==> config.mk <==
export PLATFORM = sky130hd
export DESIGN_NAME = curve_minimum_focus_detect
export DESIGN_NICKNAME = d
export VERILOG_FILES = /design/src/rtl/cmfd_pkg.sv /design/src/rtl/cmfd_tracker.sv /design/src/rtl/curve_minimum_focus_detect.sv
export SDC_FILE = /design/constraint.sdc
export NUM_CORES = 1
export LEC_CHECK = 0
export BUFFER_PORTS_ARGS = -buffer_cell sky130_fd_sc_hd__buf_2
export CAP_MARGIN = 30
export CORE_UTILIZATION = 55
export DETAILED_ROUTE_END_ITERATION = 7
export PLACE_DENSITY = 0.75
export SLEW_MARGIN = 20
export SYNTH_ARGS = -nofsm -noshare
export SYNTH_HDL_FRONTEND = slang
export SYNTH_SLANG_ARGS = --single-unit
==> constraint.sdc <==
create_clock -name clk_i -period 16.6 [get_ports clk_i]
set_input_delay 3.32 -clock clk_i [delete_from_list [all_inputs] [get_ports clk_i]]
set_output_delay 3.32 -clock clk_i [all_outputs]
set_load 0.01 [all_outputs]
==> src/rtl/cmfd_pkg.sv <==
// Shared types and constants for the curve minimum focus detector.
package cmfd_pkg;

  localparam int unsigned IdxW       = 12;
  localparam int unsigned RefW       = 32;
  localparam int unsigned FocMetricW = 32;
  localparam int unsigned ConfW      = 31;
  localparam int unsigned OutTdataW  = 112;

  localparam logic [ConfW-1:0] FallbackConf = 31'd6554;
  localparam logic [ConfW-1:0] ConfMax      = 31'h7FFF_FFFF;

  typedef enum logic [0:0] {
    KIND_POINT = 1'b0,
    KIND_END   = 1'b1
  } kind_e;

  typedef enum logic [1:0] {
    CONF_NONE     = 2'd0,
    CONF_MEASURED = 2'd1,
    CONF_FALLBACK = 2'd2
  } conf_kind_e;

  // Step controls from the input stage to the tracker.
  typedef struct packed {
    logic point;
    logic finish;
  } ctrl_t;

  typedef struct packed {
    logic                         focus_valid;
    logic [IdxW-1:0]              focus_idx;
    logic signed [RefW-1:0]       focus_reference;
    logic signed [FocMetricW-1:0] focus_metric;
    logic [ConfW-1:0]             confidence;
    conf_kind_e                   confidence_kind;
    logic                         overflow;
  } result_t;

endpackage

==> src/rtl/cmfd_tracker.sv <==
// Minimum tracker with neighbor capture and end-of-curve result formation.
module cmfd_tracker #(
  parameter int unsigned MAX_POINTS   = 4096,
  parameter int unsigned METRIC_WIDTH = 32
) (
  input  logic                                clk_i,
  input  logic                                rst_ni,
  input  cmfd_pkg::ctrl_t                     ctrl_i,
  input  logic signed [METRIC_WIDTH-1:0]      metric_i,
  input  logic                                finite_i,
  input  logic signed [cmfd_pkg::RefW-1:0]    reference_i,
  output cmfd_pkg::result_t                   result_o
);

  localparam int unsigned PcW = $clog2(MAX_POINTS + 1);
  localparam int unsigned FiW = (PcW > cmfd_pkg::IdxW) ? PcW : cmfd_pkg::IdxW;
  localparam int unsigned XW  = (METRIC_WIDTH > cmfd_pkg::FocMetricW) ?
                                METRIC_WIDTH : cmfd_pkg::FocMetricW;
  localparam int unsigned CW  = (METRIC_WIDTH + 2 > 33) ? METRIC_WIDTH + 2 : 33;
  localparam logic [PcW-1:0] CountMax = PcW'(MAX_POINTS);

  logic [PcW-1:0]                 count_q, count_d;
  logic                           have_best_q, have_best_d;
  logic signed [METRIC_WIDTH-1:0] best_q, best_d;
  logic [PcW-1:0]                 best_idx_q, best_idx_d;
  logic signed [cmfd_pkg::RefW-1:0] best_ref_q, best_ref_d;
  logic signed [METRIC_WIDTH-1:0] prev_q, prev_d;
  logic                           prev_fin_q, prev_fin_d;
  logic signed [METRIC_WIDTH-1:0] left_q, left_d;
  logic                           left_fin_q, left_fin_d;
  logic signed [METRIC_WIDTH-1:0] right_q, right_d;
  logic                           right_fin_q, right_fin_d;
  logic                           right_cap_q, right_cap_d;
  logic                           ovf_q, ovf_d;

  logic                           full;
  logic                           cap_right;
  logic                           take;
  logic signed [CW-1:0]           sum;
  logic signed [CW-1:0]           half;
  logic [cmfd_pkg::ConfW-1:0]     measured;
  logic [FiW-1:0]                 idx_ext;
  logic signed [XW-1:0]           best_ext;

  assign full      = (count_q == CountMax);
  assign cap_right = have_best_q && !right_cap_q && (count_q == best_idx_q + PcW'(1));
  assign take      = finite_i && (!have_best_q || (metric_i < best_q));

  always_comb begin
    count_d     = count_q;
    have_best_d = have_best_q;
    best_d      = best_q;
    best_idx_d  = best_idx_q;
    best_ref_d  = best_ref_q;
    prev_d      = prev_q;
    prev_fin_d  = prev_fin_q;
    left_d      = left_q;
    left_fin_d  = left_fin_q;
    right_d     = right_q;
    right_fin_d = right_fin_q;
    right_cap_d = right_cap_q;
    ovf_d       = ovf_q;
    if (ctrl_i.finish) begin
      count_d     = '0;
      have_best_d = 1'b0;
      prev_fin_d  = 1'b0;
      left_fin_d  = 1'b0;
      right_fin_d = 1'b0;
      right_cap_d = 1'b0;
      ovf_d       = 1'b0;
    end else if (ctrl_i.point) begin
      if (full) begin
        ovf_d = 1'b1;
      end else begin
        if (take) begin
          have_best_d = 1'b1;
          best_d      = metric_i;
          best_idx_d  = count_q;
          best_ref_d  = reference_i;
          left_d      = prev_q;
          left_fin_d  = prev_fin_q;
          right_cap_d = 1'b0;
          right_fin_d = 1'b0;
        end else if (cap_right) begin
          right_d     = metric_i;
          right_fin_d = finite_i;
          right_cap_d = 1'b1;
        end
        prev_d     = metric_i;
        prev_fin_d = finite_i;
        count_d    = count_q + PcW'(1);
      end
    end
  end

  always_ff @(posedge clk_i or negedge rst_ni) begin
    if (!rst_ni) begin
      count_q     <= '0;
      have_best_q <= 1'b0;
      prev_fin_q  <= 1'b0;
      left_fin_q  <= 1'b0;
      right_fin_q <= 1'b0;
      right_cap_q <= 1'b0;
      ovf_q       <= 1'b0;
    end else begin
      count_q     <= count_d;
      have_best_q <= have_best_d;
      prev_fin_q  <= prev_fin_d;
      left_fin_q  <= left_fin_d;
      right_fin_q <= right_fin_d;
      right_cap_q <= right_cap_d;
      ovf_q       <= ovf_d;
    end
  end

  always_ff @(posedge clk_i) begin
    best_q     <= best_d;
    best_idx_q <= best_idx_d;
    best_ref_q <= best_ref_d;
    prev_q     <= prev_d;
    left_q     <= left_d;
    right_q    <= right_d;
  end

  // Contrast is half the summed neighbor differences, floored, clamped and saturated.
  assign sum  = (CW'(left_q) - CW'(best_q)) + (CW'(right_q) - CW'(best_q));
  assign half = sum >>> 1;

  always_comb begin
    if (sum[CW-1] || (sum == '0)) begin
      measured = '0;
    end else if (|half[CW-1:cmfd_pkg::ConfW]) begin
      measured = cmfd_pkg::ConfMax;
    end else begin
      measured = half[cmfd_pkg::ConfW-1:0];
    end
  end

  assign idx_ext  = FiW'(best_idx_q);
  assign best_ext = XW'(best_q);

  always_comb begin
    result_o          = '0;
    result_o.overflow = ovf_q;
    result_o.confidence_kind = cmfd_pkg::CONF_NONE;
    if (have_best_q) begin
      result_o.focus_valid     = 1'b1;
      result_o.focus_idx       = idx_ext[cmfd_pkg::IdxW-1:0];
      result_o.focus_reference = best_ref_q;
      result_o.focus_metric    = best_ext[cmfd_pkg::FocMetricW-1:0];
      if (left_fin_q && right_cap_q && right_fin_q) begin
        result_o.confidence      = measured;
        result_o.confidence_kind = cmfd_pkg::CONF_MEASURED;
      end else begin
        result_o.confidence      = cmfd_pkg::FallbackConf;
        result_o.confidence_kind = cmfd_pkg::CONF_FALLBACK;
      end
    end
  end

`ifndef NO_ASSERTIONS
  a_finish_clears: assert property (@(posedge clk_i) disable iff (!rst_ni)
    ctrl_i.finish |=> (count_q == '0) && !have_best_q && !ovf_q)
    else $error("tracker state not cleared after end of curve");

  a_best_in_range: assert property (@(posedge clk_i) disable iff (!rst_ni)
    have_best_q |-> (best_idx_q < count_q))
    else $error("best index not below point count");

  a_right_needs_best: assert property (@(posedge clk_i) disable iff (!rst_ni)
    right_cap_q |-> have_best_q && (count_q > best_idx_q + PcW'(1) || count_q == best_idx_q + PcW'(2) || count_q != '0))
    else $error("right neighbor captured without a minimum");

  a_count_bounded: assert property (@(posedge clk_i) disable iff (!rst_ni)
    count_q <= CountMax)
    else $error("point count beyond capacity");
`endif

endmodule

==> src/rtl/curve_minimum_focus_detect.sv <==
// Top level of the curve minimum focus detector: input stage, tracker and result register.
//
//  channel  | dir | tdata / tuser
//  s_axis   | in  | curve points and end markers, tuser is the item kind
//  m_axis   | out | one focus result per end marker
//
// One item is taken every cycle unless an end marker is held in the input stage; a result
// becomes valid once its end marker has passed the input register, then the result register.
// The tracker state updates from the input register in a single pass per point.
// A stalled result holds only end markers in the input stage; points keep flowing.
// Reset clears the tracker and both valid flags.
module curve_minimum_focus_detect #(
  parameter int unsigned MAX_POINTS   = 4096,
  parameter int unsigned METRIC_WIDTH = 32
) (
  input  logic                              clk_i,
  input  logic                              rst_ni,
  input  logic                              s_axis_tvalid,
  output logic                              s_axis_tready,
  // metric, finite flag, reference position, zero fill
  input  logic [((METRIC_WIDTH+33+7)/8)*8-1:0] s_axis_tdata,
  // kind
  input  logic                              s_axis_tuser,
  output logic                              m_axis_tvalid,
  input  logic                              m_axis_tready,
  // focus_valid, focus_idx, focus_reference, focus_metric, confidence,
  // confidence_kind, overflow, zero fill
  output logic [cmfd_pkg::OutTdataW-1:0]    m_axis_tdata
);

  localparam int unsigned RefLsb = METRIC_WIDTH + 1;

  logic                           a_valid_q, a_valid_d;
  cmfd_pkg::kind_e                a_kind_q;
  logic signed [METRIC_WIDTH-1:0] a_metric_q;
  logic                           a_fin_q;
  logic signed [cmfd_pkg::RefW-1:0] a_ref_q;
  logic                           in_go;
  logic                           out_free;
  logic                           a_go;
  cmfd_pkg::ctrl_t                ctrl;
  cmfd_pkg::result_t              res;
  cmfd_pkg::result_t              res_q;
  logic                           m_valid_q, m_valid_d;

  assign out_free      = !m_valid_q || m_axis_tready;
  assign a_go          = a_valid_q && ((a_kind_q == cmfd_pkg::KIND_POINT) || out_free);
  assign s_axis_tready = !a_valid_q || a_go;
  assign in_go         = s_axis_tvalid && s_axis_tready;

  assign ctrl.point  = a_go && (a_kind_q == cmfd_pkg::KIND_POINT);
  assign ctrl.finish = a_go && (a_kind_q == cmfd_pkg::KIND_END);

  assign a_valid_d = in_go || (a_valid_q && !a_go);

  always_comb begin
    m_valid_d = m_valid_q;
    if (ctrl.finish) begin
      m_valid_d = 1'b1;
    end else if (m_axis_tready) begin
      m_valid_d = 1'b0;
    end
  end

  always_ff @(posedge clk_i or negedge rst_ni) begin
    if (!rst_ni) begin
      a_valid_q <= 1'b0;
      m_valid_q <= 1'b0;
    end else begin
      a_valid_q <= a_valid_d;
      m_valid_q <= m_valid_d;
    end
  end

  always_ff @(posedge clk_i) begin
    if (in_go) begin
      a_kind_q   <= cmfd_pkg::kind_e'(s_axis_tuser);
      a_metric_q <= s_axis_tdata[METRIC_WIDTH-1:0];
      a_fin_q    <= s_axis_tdata[METRIC_WIDTH];
      a_ref_q    <= s_axis_tdata[RefLsb +: cmfd_pkg::RefW];
    end
    if (ctrl.finish) begin
      res_q <= res;
    end
  end

  cmfd_tracker #(
    .MAX_POINTS   (MAX_POINTS),
    .METRIC_WIDTH (METRIC_WIDTH)
  ) u_tracker (
    .clk_i       (clk_i),
    .rst_ni      (rst_ni),
    .ctrl_i      (ctrl),
    .metric_i    (a_metric_q),
    .finite_i    (a_fin_q),
    .reference_i (a_ref_q),
    .result_o    (res)
  );

  assign m_axis_tvalid = m_valid_q;
  assign m_axis_tdata  = {1'b0,
                          res_q.overflow,
                          res_q.confidence_kind,
                          res_q.confidence,
                          res_q.focus_metric,
                          res_q.focus_reference,
                          res_q.focus_idx,
                          res_q.focus_valid};

`ifndef NO_ASSERTIONS
  a_out_on_finish: assert property (@(posedge clk_i) disable iff (!rst_ni)
    ctrl.finish |=> m_axis_tvalid)
    else $error("end of curve did not produce a result");

  a_no_overwrite: assert property (@(posedge clk_i) disable iff (!rst_ni)
    ctrl.finish |-> !m_valid_q || m_axis_tready)
    else $error("result register overwritten while stalled");

  a_invalid_kind: assert property (@(posedge clk_i) disable iff (!rst_ni)
    m_axis_tvalid && !m_axis_tdata[0] |-> m_axis_tdata[109:108] == cmfd_pkg::CONF_NONE)
    else $error("invalid result carries a confidence kind");
`endif

endmodule
==> flow_metrics.py, run 1 <==
metrics = {
    "place": {
        "io_buffers": 182,
        "place_congestion": 0.898,
        "post-place-ws_ns": 9.37,
        "dp_hpwl_mm": 26.3,
    },
    "clocking": {
        "numClockSinks": 371,
        "clockBufferDepth": 3,
        "insertion_delay_ns": 0.53,
        "cts.clk_slew.worst_paths_ns": 0.06,
        "cts_hold_buffers": 0,
        "post_cts_resized": 0,
        "post_cts_buffers": 0,
        "cts_buffers": 39,
        "cts_tree": "built",
        "cts-root-buf": "clkbuf_16",
        "cts_max_level": 2,
    },
    "grt": {
        "grt_pass1_wl_mm": 58.5,
        "grt_max_degree": 69,
        "grt_pass1_vias": 11380,
        "grt_usage_pct": 22.2,
        "overflow": 0,
        "antenna_found_initial": 4,
    },
    "detailed_routing": {
        "drt-total-wl_mm": 37.0,
        "firstDrtPassIters": 5,
        "dr_total_vias": 11613,
        "drt-vias-per-instance": 5.51,
        "postRouteAntennaNets": 0,
        "post-route-drc-count": 0,
        "drt_iter0_drc": 830,
        "wl_per_cell_um": 17.6,
    },
    "finish": {
        "fillers": 2459,
        "syn_to_final_growth_pct": 15.0,
        "nets": 1841,
        "drive_gt1_share_pct": 16.2,
    },
    "synth": {
        "synth_edf_count": 350,
        "yosysSeqAreaShare_pct": 60.6,
        "synthCells": 1428,
        "ys_warn_count": 0,
        "synth-seq-cells": 371,
        "syn_nets": 1638,
        "post_synth_num_cell_types": 78,
        "synth.avg_cell_area_sq_um": 12.7,
        "netlist_area_sq_um": 18200,
        "synthFlopType": "edfxtp_1",
        "async_reset_ff_share_pct": 5.66,
    },
    "floorplan": {
        "io_pins": 191,
        "core_sq_um": 32500,
        "die_h_um": 184,
        "design.die.area_sq_um": 33800,
        "dieWidth_um": 184,
        "num_rows": 66,
        "start_util_pct": 55.9,
    },
    "timing": {
        "post-route-min-period_ns": 7.24,
        "hold_slack_ns": 0.416,
        "setup_viol": 0,
        "slew-limit-headroom_pct": 37.7,
        "tightestPinTransition_ns": 0.934,
        "slew_viol_final": 0,
        "timing.fmax_mhz": 138,
        "rsz0062_at_grt": "no",
        "skew_ns": 0.0138,
        "tns_ns": 0,
        "period_share_pct": 43.6,
        "setup_ws_ns": 9.36,
        "finalHoldViolCount": 0,
    },
    "setup_path": {
        "rr_endpoint": "m_axis_tdata[93]$_SDFFCE_PP0P_",
        "path_delay_family": "simple AND/OR/NAND/NOR gates",
        "critPathKind": "input pin to output port",
        "critPathCapture": "s_axis_tready",
        "arrival_ns": 3.92,
        "endpoint_kind": "output port",
        "worst-path-buf-inv": 2,
        "ff2ff_setup_slack_ns": 10.76,
        "crit_start": "m_axis_tready",
        "slowest_delay_ns": 0.18,
        "startpoint_type": "input pin",
        "reg2reg_from": "u_tracker.best_ext[1]$_DFFE_PP_",
        "cpMostUsedCell": "buf_2",
        "reg2regPathDepth": 22,
        "required_ns": 13.28,
        "path_max_fanout": 3,
        "cp.depth": 4,
        "path_cells": "buf_2 > nor2b_1 > nand3_1 > buf_2",
        "cpMaxStageDelayCell": "buf_2",
    },
    "power": {
        "pwr_density_cell_nw_per_um2": 112,
        "p_leak_nw": 8.42,
        "vdd_drop_max_mv": 0.0951,
    },
    "run": {
        "drv_cap": 0,
    },
    "hold_path": {
        "min_path_type": "flip-flop to flip-flop",
    },
    "status": {
        "status": "complete, no violations",
    },
}
## final cells by class
cell class,count,area [sq um],area share [%]
diodes,4,10.0,0.0478
clock buffers,55,1100,5.24
clock inverters,15,191,0.915
inverters,73,277,1.32
multi-input cells,957,6800,32.5
flip-flops and latches,371,11000,52.7
well taps,442,553,2.64
repair buffers,189,963,4.60
## worst min-delay path by stage
stage | to | slack, ns | start | cells after the start
global route | u_tracker.best_ref_q[1]$_DFFE_PP_ | 0.42 | a_ref_q[1]$_DFFE_PP_ | 0
global placement | u_tracker.left_q[17]$_DFFE_PP_ | 0.40 | u_tracker.prev_q[17]$_DFFE_PP_ | 0
floorplan | u_tracker.best_ref_q[0]$_DFFE_PP_ | 0.40 | a_ref_q[0]$_DFFE_PP_ | 0
CTS | u_tracker.left_q[27]$_DFFE_PP_ | 0.42 | u_tracker.prev_q[27]$_DFFE_PP_ | 0
finish | u_tracker.left_q[2]$_DFFE_PP_ | 0.42 | u_tracker.prev_q[2]$_DFFE_PP_ | 0
detailed placement | u_tracker.best_ref_q[16]$_DFFE_PP_ | 0.40 | a_ref_q[16]$_DFFE_PP_ | 0
## layer usage
layer  vias to the layer above  share of wire [%]  GRT usage, %
li1                       5757                  -             -
met1                      5468                 46          30.6
met2                       317                 45          34.6
met3                        69                6.4          4.95
met4                         2                3.0          7.87
met5                         -              0.022             0
## where the power goes
part,switching [mW],total (mW),internal (mW)
combinational,0.220,0.364,0.145
clock,0.345,0.870,0.525
sequential,0.0270,1.12,1.09
total,0.592,2.35,1.76
## layout by cell type, fill, tap and decap left out, drive strengths merged, types with 5 or more instances in the layout
cell type and n:
o21bai 7, nor3b 5, a21o 58, ha 130
nand3 27, nand2 68, xnor2 64, and3 13
nand4 19, nor2b 17, nor2 101, o211ai 14
clkinv 8, or2 5, clkbuf 55, a211oi 10
inv 76, nand2b 17, buf 189, nor3 14
a21boi 7, dfrtp 21, or3 7, xor2 31
a211o 6, mux2i 5, a31oi 10, o21ai 61
and2 55, o31a 5, nor4 5, edfxtp 350
a21oi 126, o21a 16
## synthesized netlist by cell type, drive strengths merged, types with 4 or more instances
cell type,n,area share [%]
mux2i,5,0.34
nor4,5,0.17
nor3b,5,0.21
dfrtp,21,2.9
a21oi,126,3.5
nand2b,17,0.58
or3,7,0.24
a22o,4,0.19
xnor2,64,3.1
nor2b,17,0.58
a211oi,10,0.50
nor2,101,2.1
a21o,58,2.4
ha,130,8.9
a31oi,10,0.34
edfxtp,350,58
inv,73,1.5
a211o,6,0.29
clkbuf,17,0.35
nor3,14,0.39
o21a,16,0.66
nand2,68,1.4
o211ai,14,0.58
o21bai,7,0.29
o21ai,61,1.7
nand4,19,0.65
nand3,27,0.74
or2,5,0.17
a21boi,7,0.29
o31ai,4,0.19
buf,10,0.28
and3,13,0.45
nor4b,4,0.23
o31a,5,0.24
xor2,31,1.5
and2,55,1.9
## cells by family after synthesis
logic type | count (synthesis) | share of synthesized area (%)
buffers and inverters | 100 | 2.13
flip-flops | 371 | 60.6
adder cells (fa/ha/maj) | 133 | 9.27
AND/OR/NAND/NOR | 366 | 10.3
AO/OA/AOI/OAI | 356 | 12.7
XOR/XNOR | 95 | 4.57
other | 1 | 0.0206
multiplexers | 6 | 0.406
## flip-flops by register name, summed over array words and instances, names as in the netlist
register	cells
u_tracker.right_fin_q	1
u_tracker.best_ref_q	32
u_tracker.right_cap_q	1
u_tracker.ovf_q	1
m_axis_tvalid	1
u_tracker.right_q	32
a_ref_q	32
u_tracker.prev_q	32
u_tracker.best_ext	32
u_tracker.left_fin_q	1
u_tracker.have_best_q	1
m_axis_tdata	111
u_tracker.prev_fin_q	1
u_tracker.best_idx_q	13
a_valid_q	1
u_tracker.left_q	32
a_kind_q	1
u_tracker.count_q	13
a_metric_q	32
a_fin_q	1
## metrics by stage
| stage | util [%] | total power, mW | instances | area [sq um] |
|---|---|---|---|---|
| 5_1_grt | 64.3 | 2.45 | 2104 | 20900 |
| 3_3_place_gp | 60.3 | 1.49 | 2032 | 19600 |
| 6_report | 64.3 | 2.35 | 2106 | 20900 |
| 3_5_place_dp | 60.3 | 1.50 | 2032 | 19600 |
| 2_1_floorplan | - | 1.40 | 1428 | 18200 |
| 4_1_cts | 64.3 | 2.37 | 2102 | 20900 |
(Power assumes the default switching activity.)
==> run 2: changes to the inputs <==
- ABC_AREA: unset -> 1
- CORE_UTILIZATION: 55 -> 54
- PLACE_DENSITY: 0.75 -> 0.77
- clock period: 16.6 -> 6.4 ns (I/O delays scaled with it)
==> run 2 against run 1 <==
Utilization fell by 1.6 points. Sequential power rose to 2.6 times the previous value. Synthesized cell count rose by 43%. Setup slack got worse by 8.3 ns. First-iteration DRC count rose by 14%. Final area rose by 7.6%. Routed wire length rose by 18%. Sequential cell count did not move. Die area rose by 11%. Critical path type is now flip-flop to flip-flop. Largest cell class unchanged. Largest power group unchanged.
==> flow_metrics.py, run 2 <==
metrics = {
    "power": {
        "p_leak_nw": 10.4,
        "p_seq_share_pct": 46.3,
        "power_mw": 6.23,
        "power_switching_mw": 1.85,
        "pwr_density_cell_nw_per_um2": 277,
        "p_int_mw": 4.38,
        "combPwrFrac_pct": 21.1,
        "power_frac_clock_pct": 32.6,
        "vdd_drop_max_mv": 0.253,
        "netSwitchingFraction_pct": 29.7,
    },
    "finish": {
        "fin_area_sq_um": 22500,
        "largest_reg_flops": 111,
        "nets": 2474,
        "most-common-layout-cells": "nand2_1, edfxtp_1, inv_1, buf_2, nor2_1",
        "syn_to_final_growth_pct": 13.2,
        "final_common_cell": "nand2_1",
        "antennaDiodeCount": 0,
        "drive_gt1_share_pct": 13.4,
    },
    "clocking": {
        "cts_max_level": 2,
        "insertion_delay_ns": 0.56,
        "cts.clk_slew.worst_paths_ns": 0.06,
        "cts_hold_buffers": 0,
        "post_cts_buffers": 0,
        "post_cts_resized": 0,
        "numClockSinks": 371,
        "clockBufferDepth": 3,
        "cts_tree": "built",
        "cts-root-buf": "clkbuf_16",
        "cts_buffers": 39,
    },
    "synth": {
        "synthFlopType": "edfxtp_1",
        "synth.avg_cell_area_sq_um": 9.71,
        "synth_top_area_share_pct": 52.9,
        "synth.area.top_cells": "edfxtp_1, nand2_1, ha_1",
        "syn_nets": 2259,
        "synthTopCellsByCount": "nand2_1, edfxtp_1, inv_1, nor2_1, a21oi_1",
        "synth_edf_count": 350,
        "netlist_area_sq_um": 19900,
        "synthCells": 2049,
        "async_reset_ff_share_pct": 5.66,
        "synth_largest_area_cell": "edfxtp_1",
        "ys_warn_count": 0,
        "post_synth_num_cell_types": 50,
        "yosysSeqAreaShare_pct": 55.5,
        "synth-seq-cells": 371,
        "synth_most_common_cell": "nand2_1",
    },
    "setup_path": {
        "path_max_fanout": 24,
        "ff2ff_setup_slack_ns": 1.08,
        "critPathKind": "flip-flop to flip-flop",
        "startpoint_type": "flip-flop",
        "reg2reg_from": "u_tracker.best_ext[0]$_DFFE_PP_",
        "reg2regPathDepth": 24,
        "cpMaxStageDelayCell": "edfxtp_1",
        "slowest_delay_ns": 0.44,
        "endpoint_kind": "flip-flop",
        "arrival_ns": 5.60,
        "rr_endpoint": "m_axis_tdata[79]$_SDFFCE_PP0P_",
        "required_ns": 6.68,
        "crit_start": "u_tracker.best_ext[0]$_DFFE_PP_",
        "path_cells": "ha_1 > fa_1 > o21ai_1 > a21oi_1 > o21ai_1 > a21oi_1 > o21ai_0 > a21oi_1 > xnor2_1 > ha_1 > nand2_1 > inv_1 > a21oi_1 > nand2_1 > a21oi_1 > nand2_1 > nand2_1 > nand2_1 > nor2_1 > nand2_1 > nor2_2 > nand3_4 > nand3_4 > nor2_1",
        "cpMostUsedCell": "nand2_1",
    },
    "place": {
        "dp_hpwl_mm": 33.2,
        "io_buffers": 182,
        "dpl-instance-area_sq_um": 21400,
        "place_congestion": 0.919,
        "post-place-ws_ns": 1.19,
    },
    "floorplan": {
        "dieWidth_um": 194,
        "core_sq_um": 35900,
        "design.die.area_sq_um": 37600,
        "start_util_pct": 55.4,
        "num_rows": 69,
        "die_h_um": 194,
        "io_pins": 191,
    },
    "timing": {
        "slew_viol_final": 0,
        "tns_ns": 0,
        "skew_ns": 0.0235,
        "rsz0062_at_grt": "no",
        "hold_slack_ns": 0.409,
        "period_share_pct": 83.1,
        "post-route-min-period_ns": 5.32,
        "slew-limit-headroom_pct": 54.8,
        "setup_ws_ns": 1.08,
        "finalHoldViolCount": 0,
        "timing.fmax_mhz": 188,
        "setup_viol": 0,
        "tightestPinTransition_ns": 0.673,
    },
    "grt": {
        "grt_pass1_wl_mm": 70.1,
        "grt_usage_pct": 23.5,
        "overflow": 0,
        "grt_max_degree": 73,
        "grt_pass1_vias": 13994,
        "antenna_found_initial": 1,
    },
    "detailed_routing": {
        "drt-total-wl_mm": 43.6,
        "firstDrtPassIters": 5,
        "wl_per_cell_um": 15.9,
        "drt-vias-per-instance": 5.23,
        "drt_iter0_drc": 945,
        "post-route-drc-count": 0,
        "postRouteAntennaNets": 0,
        "dr_total_vias": 14388,
    },
    "hold_path": {
        "hp-start": "u_tracker.prev_q[29]$_DFFE_PP_",
        "min_path_type": "flip-flop to flip-flop",
        "hold_path_end": "u_tracker.left_q[29]$_DFFE_PP_",
        "holdPathStages": 0,
    },
    "status": {
        "status": "complete, no violations",
    },
    "run": {
        "drv_cap": 0,
    },
}
-- run 2: final cells by class --
cell class                      instances  area (sq um)
Tap cell                              461           577
Fill cell                            2950         13400
Timing Repair Buffer                  192          1030
Clock inverter                         17           103
Sequential cell                       371         11000
Multi-Input combinational cell       1334          7530
Clock buffer                           49          1010
Inverter                              326          1230
-- run 2: how the worst max path moves through the flow --
stage,endpoint,slack (ns),cells past startpoint
global route,m_axis_tdata[77]$_SDFFCE_PP0P_,0.62,24
floorplan,u_tracker.best_ext[0]$_DFFE_PP_,0.20,7
CTS,m_axis_tdata[79]$_SDFFCE_PP0P_,1.15,24
detailed placement,m_axis_tdata[79]$_SDFFCE_PP0P_,1.19,24
global placement,m_axis_tdata[77]$_SDFFCE_PP0P_,1.20,24
finish,m_axis_tdata[79]$_SDFFCE_PP0P_,1.08,24
-- run 2: power groups by stage --
stage          registers [mW]  logic, mW  clock network, mW
6_report                 2.89       1.31               2.03
5_1_grt                  2.90       1.49               2.16
4_1_cts                  2.89       1.31               2.08
3_5_place_dp             2.94       1.30                  0
3_3_place_gp             2.93       1.28                  0
2_1_floorplan            2.96      0.916                  0
-- run 2: critical path, delay by kind of cell, from the launching register on --
kind            cells  cell delay [ns]
fa+ha+maj           3             1.03
buf+inv             1             0.05
flops               1             0.44
simple gates       11             1.36
compound gates      8             1.93
xor+xnor            1             0.26
-- run 2: through the flow --
step           instances  utilization (%)
2_1_floorplan       2049                -
5_1_grt             2750             62.7
6_report            2750             62.7
4_1_cts             2749             62.6
3_3_place_gp        2682             59.4
3_5_place_dp        2683             59.5
-- run 2: kinds of logic after synthesis --
kind of cell	share of synthesized area, %
AND/OR/NAND/NOR	18.7
flip-flops	55.5
buffers and inverters	6.73
AO/OA/AOI/OAI	7.04
adder cells (fa/ha/maj)	8.48
XOR/XNOR	3.56
other	0.0189
-- run 2: metal layers --
layer	GRT usage, %	vias up	routed length (um)
met5	0	-	13
met2	38.1	401	20100
met4	7.79	2	1070
met3	3.25	73	2130
met1	32.6	6667	20300
li1	-	7245	-
==> run 3: changes to the inputs <==
- CORE_UTILIZATION: 54 -> 55
- PLACE_DENSITY: 0.77 -> 0.75
- clock period: 6.4 -> 5.4 ns (I/O delays scaled with it)
==> run 3 against run 2 <==
Utilization is 0.80 points higher. First-iteration DRC count is 6.8% higher. Maximum frequency is 6.4% higher. Worst hold slack worse by 0.0070 ns. Global-route usage is 0.25 points higher. Non-clock buffer count is 1 higher. Cell count hardly changed. Critical endpoint is now m_axis_tdata[82]$_SDFFCE_PP0P_.
==> flow_metrics.py, run 3 (synthesized netlist as in run 2, its figures left out) <==
metrics = {
    "timing": {
        "timing.fmax_mhz": 200,
        "skew_ns": 0.0286,
        "slew_viol_final": 0,
        "finalHoldViolCount": 0,
        "tns_ns": 0,
        "period_share_pct": 92.5,
        "slew-limit-headroom_pct": 43.3,
        "tightestPinTransition_ns": 0.850,
        "rsz0062_at_grt": "no",
        "post-route-min-period_ns": 5.00,
        "setup_viol": 0,
        "setup_ws_ns": 0.404,
        "hold_slack_ns": 0.402,
    },
    "grt": {
        "grt_pass1_wl_mm": 68.3,
        "grt_usage_pct": 23.7,
        "antenna_found_initial": 0,
        "overflow": 0,
        "grt_pass1_vias": 13705,
        "grt_max_degree": 94,
    },
    "place": {
        "post-place-ws_ns": 0.221,
        "place_congestion": 0.914,
        "dp.cells": 2685,
        "io_buffers": 182,
        "dp_hpwl_mm": 32.9,
    },
    "detailed_routing": {
        "topRoutingLayerUsed": "met4",
        "postRouteAntennaNets": 0,
        "dr_total_vias": 14380,
        "drt-total-wl_mm": 43.3,
        "routed-wl-met2_mm": 20.0,
        "drt_iter0_drc": 1009,
        "drt-vias-per-instance": 5.23,
        "wirelength_met1_mm": 20.1,
        "firstDrtPassIters": 7,
        "post-route-drc-count": 0,
        "wl_per_cell_um": 15.7,
        "wl_met3_mm": 2.07,
    },
    "clocking": {
        "insertion_delay_ns": 0.55,
        "cts_hold_buffers": 0,
        "cts_tree": "built",
        "numClockSinks": 371,
        "cts-root-buf": "clkbuf_16",
        "cts_buffers": 38,
        "clockBufferDepth": 3,
        "cts.clk_slew.worst_paths_ns": 0.06,
        "cts_max_level": 2,
    },
    "power": {
        "p_leak_nw": 10.5,
        "combPwrFrac_pct": 20.9,
        "pwr_density_cell_nw_per_um2": 327,
        "netSwitchingFraction_pct": 29.8,
        "power_switching_mw": 2.20,
        "p_seq_share_pct": 46.6,
        "p_int_mw": 5.19,
        "power_mw": 7.39,
        "power_frac_clock_pct": 32.5,
        "vdd_drop_max_mv": 0.288,
    },
    "finish": {
        "nets": 2475,
        "fin_cells": 2752,
        "largest_reg_flops": 111,
        "most-common-layout-cells": "nand2_1, edfxtp_1, inv_1, buf_2, nor2_1",
        "seq_area_sq_um": 11000,
        "multiInputGateArea_sq_um": 7580,
        "fillers": 2929,
        "antennaDiodeCount": 0,
        "drive_gt1_share_pct": 13.8,
        "syn_to_final_growth_pct": 13.5,
        "final_common_cell": "nand2_1",
    },
    "setup_path": {
        "required_ns": 5.69,
        "endpoint_kind": "flip-flop",
        "cp.depth": 23,
        "critPathKind": "flip-flop to flip-flop",
        "reg2regPathDepth": 23,
        "rr_endpoint": "m_axis_tdata[82]$_SDFFCE_PP0P_",
        "ff2ff_setup_slack_ns": 0.40,
        "critPathCapture": "m_axis_tdata[82]$_SDFFCE_PP0P_",
        "path_delay_family": "simple AND/OR/NAND/NOR gates",
        "path_cells": "ha_1 > fa_1 > o21ai_2 > a21oi_1 > o21ai_2 > a21boi_0 > o21ai_1 > a21oi_1 > xnor2_2 > ha_1 > nand2_2 > nor2_4 > inv_2 > nor3_1 > nand3_1 > nand3_1 > nand2_1 > nor2_1 > nand2_1 > nor2_2 > nand3_4 > nand3_4 > nor2_1",
        "startpoint_type": "flip-flop",
        "crit_start": "u_tracker.best_ext[0]$_DFFE_PP_",
        "path_max_fanout": 12,
        "worst-path-buf-inv": 1,
        "slowest_delay_ns": 0.44,
        "cpMaxStageDelayCell": "edfxtp_1",
        "reg2reg_from": "u_tracker.best_ext[0]$_DFFE_PP_",
        "arrival_ns": 5.29,
    },
    "floorplan": {
        "start_util_pct": 55.9,
        "design.die.area_sq_um": 36900,
        "dieWidth_um": 192,
        "die_h_um": 192,
        "num_rows": 69,
        "io_pins": 191,
        "core_sq_um": 35600,
    },
    "run": {
        "drv_cap": 0,
    },
    "hold_path": {
        "min_path_type": "flip-flop to flip-flop",
    },
    "status": {
        "status": "complete, no violations",
    },
}
run 3: changes by cell type in the layout (fill, tap and decap cells not counted), sizes merged:
cell    previous run  this run
clkbuf            49        45
clkinv            12        16
buf              192       193
nand3             74        75
run 3: cell type report:
class                           count  share of cell area, %
Timing Repair Buffer              193                   4.60
Tap cell                          461                   2.55
Inverter                          326                   5.44
Multi-Input combinational cell   1335                   33.6
Clock buffer                       45                   4.42
Clock inverter                     21                  0.554
Sequential cell                   371                   48.9
run 3: layer usage:
layer	GRT usage, %	up-vias
met2	37.6	383
met4	8.12	0
li1	-	7259
met5	0	-
met1	33.7	6654
met3	2.89	84
run 3: power by group through the flow:
stage	Sequential (mW)	Combinational (mW)	Clock [mW]
3_5_place_dp	3.50	1.53	0
2_1_floorplan	3.50	1.09	0
3_3_place_gp	3.49	1.51	0
6_report	3.44	1.55	2.40
4_1_cts	3.44	1.54	2.45
5_1_grt	3.46	1.76	2.55
run 3: worst register-to-register path: cells and delay by family, from the launching register on:
| kind | cells | cell delay, ns |
|---|---|---|
| fa+ha+maj | 3 | 1.12 |
| buf+inv | 1 | 0.05 |
| flops | 1 | 0.44 |
| compound gates | 6 | 1.31 |
| xor+xnor | 1 | 0.20 |
| simple gates | 12 | 1.63 |
run 3: how the worst min path moves through the flow:
stage / startpoint / endpoint / slack, ns / depth (start not counted)
floorplan: a_ref_q[0]$_DFFE_PP_ / u_tracker.best_ref_q[0]$_DFFE_PP_ / 0.40 / 0
global placement: a_ref_q[19]$_DFFE_PP_ / u_tracker.best_ref_q[19]$_DFFE_PP_ / 0.40 / 0
detailed placement: a_ref_q[11]$_DFFE_PP_ / u_tracker.best_ref_q[11]$_DFFE_PP_ / 0.40 / 0
CTS: u_tracker.prev_q[7]$_DFFE_PP_ / u_tracker.left_q[7]$_DFFE_PP_ / 0.41 / 0
global route: a_ref_q[10]$_DFFE_PP_ / u_tracker.best_ref_q[10]$_DFFE_PP_ / 0.42 / 0
finish: u_tracker.prev_q[7]$_DFFE_PP_ / u_tracker.left_q[7]$_DFFE_PP_ / 0.40 / 0
run 3: through the flow:
step                      utilization [%]  area, sq um
after floorplan                         -        19900
after global placement               60.1        21400
after detailed placement             60.2        21400
after CTS                            63.4        22500
after global routing                 63.5        22600
final                                63.5        22600
run 3: what timing repair did:
action / in CTS / in global routing
endpoints found under the hold margin: 0 / 0
setup buffers: 0 / 0
gates resized for setup: 0 / 7
setup endpoints to repair: 0 / 31
